**src/rtl/htlp_pkg.sv**
```systemverilog
// shared types and constants for the linear-probing hash table
package htlp_pkg;

  localparam int CAPACITY = 1024;
  localparam int IDX_W    = $clog2(CAPACITY);
  localparam int HASH_W   = 32;
  localparam int VAL_W    = 32;
  localparam int SLOT_W   = 10;
  localparam int MODE_W   = 2;
  localparam int LIMIT_W  = 11;

  localparam logic [LIMIT_W-1:0] LIMIT_RESET = LIMIT_W'(768);
  localparam logic [LIMIT_W-1:0] COUNT_MAX   = {LIMIT_W{1'b1}};
  localparam logic [IDX_W-1:0]   LAST_IDX    = IDX_W'(CAPACITY - 1);

  typedef enum logic [1:0] {
    SLOT_EMPTY  = 2'd0,
    SLOT_FILLED = 2'd1,
    SLOT_TOMB   = 2'd2
  } slot_state_t;

  typedef enum logic [MODE_W-1:0] {
    OP_GET = 2'd0,
    OP_SET = 2'd1,
    OP_DEL = 2'd2
  } op_t;

  typedef enum logic [1:0] {
    STAT_OK   = 2'd0,
    STAT_MISS = 2'd1,
    STAT_FULL = 2'd2
  } status_t;

  typedef enum logic [1:0] {
    SQ_CLEAR,
    SQ_IDLE,
    SQ_LOOKUP,
    SQ_EVAL
  } seq_state_t;

  typedef struct packed {
    slot_state_t       st;
    logic [HASH_W-1:0] key;
    logic [VAL_W-1:0]  val;
  } slot_entry_t;

  localparam int ENTRY_W = $bits(slot_entry_t);

  typedef struct packed {
    logic             we;
    logic [IDX_W-1:0] waddr;
    slot_entry_t      wdata;
    logic [IDX_W-1:0] raddr;
  } ram_req_t;

  typedef struct packed {
    status_t           status;
    logic [VAL_W-1:0]  found_value;
    logic [SLOT_W-1:0] slot_index;
  } result_t;

endpackage

```
**src/rtl/htlp_seq.sv**
```systemverilog
// probe sequencer: clearing sweep, slot-by-slot probe with one shared compare, result
module htlp_seq (
  input  logic                             clk,
  input  logic                             rst,
  input  logic                             start,
  input  logic [htlp_pkg::MODE_W-1:0]      mode,
  input  logic [htlp_pkg::HASH_W-1:0]      key_hash,
  input  logic [htlp_pkg::VAL_W-1:0]       value,
  input  logic [htlp_pkg::LIMIT_W-1:0]     load_limit,
  output logic                             busy,
  output logic                             done,
  output htlp_pkg::result_t                result,
  output htlp_pkg::ram_req_t               ram_req,
  input  htlp_pkg::slot_entry_t            ram_rdata
);
  import htlp_pkg::*;

  seq_state_t          state, state_next;
  logic [IDX_W-1:0]    idx, idx_next;
  logic [IDX_W-1:0]    start_idx, start_idx_next;
  logic [IDX_W-1:0]    n, n_next;
  logic [IDX_W-1:0]    free_idx, free_idx_next;
  logic                has_free, has_free_next;
  logic [MODE_W-1:0]   op, op_next;
  logic [HASH_W-1:0]   h, h_next;
  logic [VAL_W-1:0]    v, v_next;
  logic [LIMIT_W-1:0]  insert_count, insert_count_next;
  logic                done_next;
  result_t             result_next;

  logic                is_empty, is_hit, is_last, free_now;
  logic [IDX_W-1:0]    fs_now, miss_slot, idx_inc;

  always_ff @(posedge clk) begin
    if (rst) begin
      state        <= SQ_CLEAR;
      idx          <= '0;
      insert_count <= '0;
      done         <= 1'b0;
    end else begin
      state        <= state_next;
      idx          <= idx_next;
      insert_count <= insert_count_next;
      done         <= done_next;
    end
  end

  always_ff @(posedge clk) begin
    start_idx <= start_idx_next;
    n         <= n_next;
    free_idx  <= free_idx_next;
    has_free  <= has_free_next;
    op        <= op_next;
    h         <= h_next;
    v         <= v_next;
    result    <= result_next;
  end

  // shared compare on the slot just read
  assign is_empty  = (ram_rdata.st == SLOT_EMPTY);
  assign is_hit    = (ram_rdata.st == SLOT_FILLED) && (ram_rdata.key == h);
  assign is_last   = (n == LAST_IDX);
  assign free_now  = has_free || (ram_rdata.st != SLOT_FILLED);
  assign fs_now    = has_free ? free_idx : idx;
  assign miss_slot = is_empty ? idx : start_idx;
  assign idx_inc   = (idx == LAST_IDX) ? '0 : idx + 1'b1;

  assign busy = (state != SQ_IDLE);

  always_comb begin
    state_next        = state;
    idx_next          = idx;
    start_idx_next    = start_idx;
    n_next            = n;
    free_idx_next     = free_idx;
    has_free_next     = has_free;
    op_next           = op;
    h_next            = h;
    v_next            = v;
    insert_count_next = insert_count;
    done_next         = 1'b0;
    result_next       = result;
    ram_req.we        = 1'b0;
    ram_req.waddr     = idx;
    ram_req.wdata     = ram_rdata;
    ram_req.raddr     = idx;

    unique case (state)
      SQ_CLEAR: begin
        ram_req.we    = 1'b1;
        ram_req.wdata = '0;
        idx_next      = idx_inc;
        if (idx == LAST_IDX) begin
          state_next = SQ_IDLE;
        end
      end

      SQ_IDLE: begin
        if (start) begin
          start_idx_next = key_hash[IDX_W-1:0];
          idx_next       = key_hash[IDX_W-1:0];
          n_next         = '0;
          has_free_next  = 1'b0;
          op_next        = mode;
          h_next         = key_hash;
          v_next         = value;
          if (mode == OP_GET || mode == OP_SET || mode == OP_DEL) begin
            state_next = SQ_LOOKUP;
          end else begin
            // unused mode: nothing touched, answered at once
            done_next               = 1'b1;
            result_next.status      = STAT_MISS;
            result_next.found_value = '0;
            result_next.slot_index  = SLOT_W'(key_hash[IDX_W-1:0]);
          end
        end
      end

      SQ_LOOKUP: begin
        state_next = SQ_EVAL;
      end

      SQ_EVAL: begin
        if (is_hit || is_empty || is_last) begin
          state_next              = SQ_IDLE;
          done_next               = 1'b1;
          result_next.found_value = '0;
          if (op == OP_SET) begin
            if (is_hit) begin
              ram_req.we              = 1'b1;
              ram_req.wdata.val       = v;
              result_next.status      = STAT_OK;
              result_next.slot_index  = SLOT_W'(idx);
            end else if (!free_now) begin
              result_next.status      = STAT_FULL;
              result_next.slot_index  = SLOT_W'(start_idx);
            end else if (insert_count >= load_limit) begin
              result_next.status      = STAT_FULL;
              result_next.slot_index  = SLOT_W'(fs_now);
            end else begin
              ram_req.we              = 1'b1;
              ram_req.waddr           = fs_now;
              ram_req.wdata.st        = SLOT_FILLED;
              ram_req.wdata.key       = h;
              ram_req.wdata.val       = v;
              if (insert_count != COUNT_MAX) begin
                insert_count_next = insert_count + 1'b1;
              end
              result_next.status      = STAT_OK;
              result_next.slot_index  = SLOT_W'(fs_now);
            end
          end else if (is_hit) begin
            result_next.status      = STAT_OK;
            result_next.slot_index  = SLOT_W'(idx);
            if (op == OP_DEL) begin
              ram_req.we       = 1'b1;
              ram_req.wdata.st = SLOT_TOMB;
            end else begin
              result_next.found_value = ram_rdata.val;
            end
          end else begin
            result_next.status      = STAT_MISS;
            result_next.slot_index  = SLOT_W'(miss_slot);
          end
        end else begin
          // first tombstone passed is remembered as the insert point
          if (!has_free && ram_rdata.st != SLOT_FILLED) begin
            has_free_next = 1'b1;
            free_idx_next = idx;
          end
          idx_next   = idx_inc;
          n_next     = n + 1'b1;
          state_next = SQ_LOOKUP;
        end
      end

      default: begin
        state_next = SQ_IDLE;
      end
    endcase
  end

endmodule

```
**config.mk**
```make
export PLATFORM = sky130hd
export DESIGN_NAME = htlp_seq
export DESIGN_NICKNAME = d
export VERILOG_FILES = /design/src/rtl/htlp_pkg.sv /design/src/rtl/htlp_seq.sv
export SDC_FILE = /design/constraint.sdc
export NUM_CORES = 1
export LEC_CHECK = 0
export BUFFER_PORTS_ARGS = -buffer_cell sky130_fd_sc_hd__buf_2
export CORE_ASPECT_RATIO = 1.2
export CORE_MARGIN = 5
export CORE_UTILIZATION = 45
export DETAILED_ROUTE_END_ITERATION = 7
export PLACE_DENSITY = 0.75
export SETUP_SLACK_MARGIN = 0.5
export SYNTH_ARGS = -nofsm -noshare
export SYNTH_HDL_FRONTEND = slang
export SYNTH_SLANG_ARGS = --single-unit
```
**constraint.sdc**
```tcl
create_clock -name clk -period 12.5 [get_ports clk]
set_clock_uncertainty 0.15 [all_clocks]
set_input_delay 1.25 -clock clk [delete_from_list [all_inputs] [get_ports clk]]
set_output_delay 1.25 -clock clk [all_outputs]
set_load 0.02 [all_outputs]
```
==> flow_summary.json <==
{
  "wl_met1_um": 10160,
  "area_growth_syn_to_layout_pct": 25.47,
  "crit_chain": "buf_2 -> nor3b_2 -> nor2_1 -> and2_1 -> a31oi_1 -> o21a_1 -> buf_4 -> or2_2 -> o211ai_1 -> buf_2",
  "start_util": 0.4572,
  "regToRegEndpoint": "insert_count[3]",
  "fin_nets": 1244,
  "syn_nets": 983,
  "powerDensity_nw_per_um2": 141.8,
  "cpPeakStageDelay_ns": 0.80,
  "r2r_start": "state[1]",
  "cp_top_family": "simple AND/OR/NAND/NOR gates",
  "vias": 7658,
  "p_switching_mw": 0.5009,
  "share_comb_of_total_power": 0.235,
  "tightest_slew_ns": 1.085,
  "synth_top_area_cell": "edfxtp_1",
  "grt_pass1_wl_um": 40690,
  "synth_cell_types": 59,
  "cts_tree": "done",
  "finalSetupViolCount": 0,
  "required_ns": 11.10,
  "wl_um": 26590,
  "grt_max_degree": 98,
  "globalplace.congestion": 0.8985,
  "synthArstFlopShare": 0,
  "root_buffer": "clkbuf_16",
  "ant_nets": 0,
  "crit_fanout": 34,
  "critPathCaptureType": "output pin",
  "crit_top_cell": "buf_2",
  "drc_errors": 0,
  "die_width_um": 136.4,
  "fin_crit_ns": 6.016,
  "clk_latency_ns": 0.42,
  "ys_seq_area_frac": 0.5120,
  "vias_per_cell": 5.685,
  "syn_area_um2": 8621,
  "p_clk_frac": 0.346,
  "drt_iter0_markers": 686,
  "status": "finished clean",
  "vdd_drop_max_mv": 0.08818,
  "syn-instance-count": 816,
  "place_area_um2": 10210,
  "drt_first_pass_iters": 5,
  "cts_buffers": 17,
  "io_pins": 279,
  "worstHoldEndpoint": "insert_count[5]",
  "finalCritPeriodShare": 0.4813,
  "holdWs_ns": 0.3677,
  "timing.setup.tns_ns": 0,
  "r2r_cells": 7,
  "synthTopCellsByArea": "edfxtp_1 46%, dfxtp_1 5.6%, o211ai_2 4.4%, nand2_1 3.8%, a22o_1 3.5%",
  "report.final.slew_viol_count": 0,
  "grt_usage": 0.2369,
  "portBuffers": 278,
  "cts.reportedPaths.clkPinSlew_ns": 0.07,
  "cts_resized": 0,
  "clock-sinks": 155,
  "post_cts_buffers": 0,
  "clock.fmax_mhz": 166.2,
  "die_area_um2": 22040,
  "layout_commonest_cell": "buf_2",
  "cts_max_level": 4,
  "grt_pass1_vias": 7388,
  "hold_viol_final": 0,
  "routedWlPerCell_um": 19.74,
  "hold_class": "reg -> reg",
  "cp_num_buf_inv": 3,
  "synth_edf_count": 131,
  "rsz0062_at_grt": "no",
  "hold_depth": 2,
  "grt.overflow.total": 0,
  "synth_warnings": 0,
  "relSlewSlack": 0.2768,
  "stdcell_area_um2": 10820,
  "start_kind": "input pin",
  "nFillCells": 1658,
  "wl_met2_um": 13000,
  "cellLeakagePower_nw": 4.425,
  "reg2reg_slack_ns": 8.78,
  "cts.path.max_buffers": 2,
  "synth-main-ff-cell": "edfxtp_1",
  "wl_met3_um": 2345,
  "core_area_um2": 18860,
  "die_h_um": 161.6,
  "drv_cap": 0,
  "min_from": "insert_count[5]",
  "highest_layer": "met5",
  "drive_gt1_frac": 0.3431,
  "mostFrequentLayoutCells": "278 x buf_2, 131 x edfxtp_1, 88 x nand2_1",
  "hpwl_um": 19600,
  "synth_top_cell_area_share": 0.4563,
  "fin_util": 0.5737,
  "antenna_found_initial": 3,
  "p_seq_frac": 0.418,
  "p_int_mw": 1.033,
  "cts_hold_buf": 0,
  "cp_slowest_cell": "or2_2",
  "worstPathArrival_ns": 4.62,
  "switching_share": 0.3265,
  "ys_ff_latch": 155,
  "row_count": 55,
  "critPathKind": "in -> out",
  "postSynthAreaPerCell_um2": 10.56
}
## flip-flops by register name, summed over array words and instances, names as in the netlist
signal and count:
op 2, insert_count 11, start_idx 9, h 23, result 44, has_free 1, idx 10, n 10
free_idx 10, state 2, v 32, done 1
## tightest hold or removal path: cells and delay by family (launching register included)
family | cells | cell delay (ns)
AOI/OAI and AO/OA | 2 | 0.14
DFF | 1 | 0.34
## power groups by stage
stage / clock (mW) / sequential [mW] / combinational (mW)
detailed placement: 0 / 0.652 / 0.360
CTS: 0.541 / 0.641 / 0.362
finish: 0.531 / 0.642 / 0.361
floorplan: 0 / 0.653 / 0.222
global route: 0.565 / 0.646 / 0.392
global placement: 0 / 0.651 / 0.356
## per-stage QoR
stage               std cells  setup slack, ns  total power, mW
floorplan                 816            6.707           0.8753
global placement         1314            6.610            1.007
detailed placement       1314            6.489            1.013
CTS                      1346            6.511            1.544
global route             1347            6.219            1.604
finish                   1347            6.484            1.534
## cell usage after synthesis (9+ instances only)
library cell / n
inv_1: 22
o21a_1: 14
a22oi_1: 12
nand2_1: 88
nand4_1: 9
a22o_1: 34
and2_1: 35
xor2_1: 34
o211ai_2: 30
nor3_1: 12
ha_1: 21
a21oi_1: 46
dfxtp_1: 24
nand3_1: 48
nor2_1: 62
mux2_2: 11
o21ai_0: 31
and3_1: 10
nor4_1: 13
clkbuf_1: 31
mux2i_1: 13
o31ai_1: 11
edfxtp_1: 131
## cell families after synthesis
kind of cell / count (synthesis) / synth area share
AOI/OAI and AO/OA: 198 / 0.1737
xor gates and xnor gates: 40 / 0.04064
adders and majority gates: 21 / 0.03048
buffers and inverters: 68 / 0.03556
DFF: 155 / 0.5120
muxes: 24 / 0.02946
and+or+nand+nor: 310 / 0.1781
## metal layers
layer  GRT usage  vias up
met5           0        -
met4      0.1049        4
met3     0.05826       70
met2      0.3914      391
met1      0.2927     3615
li1            -     3578
## final cells by class
| class | count | area [µm²] | area share |
|---|---|---|---|
| clock inverter | 15 | 178.9 | 0.01654 |
| inverter | 23 | 86.33 | 0.007982 |
| antenna | 1 | 2.502 | 0.0002313 |
| clock buffer | 17 | 425.4 | 0.03933 |
| sequential | 155 | 4414 | 0.4081 |
| tap | 256 | 320.3 | 0.02961 |
| multi-input combinational | 593 | 3930 | 0.3633 |
| timing repair buffer | 287 | 1459 | 0.1349 |
## how the worst max path moves through the flow
stage                  start     endpoint  slack, ns  depth (start not counted)
6_report       ram_rdata[65]  ram_req[19]       6.48                         10
5_1_grt        ram_rdata[65]  ram_req[19]       6.22                         10
4_1_cts        ram_rdata[65]  ram_req[19]       6.51                         10
3_5_place_dp   ram_rdata[65]  ram_req[19]       6.49                         10
3_3_place_gp   ram_rdata[65]  ram_req[19]       6.61                         10
2_1_floorplan          start    result[0]       6.71                          4
(Power assumes the default switching activity.)
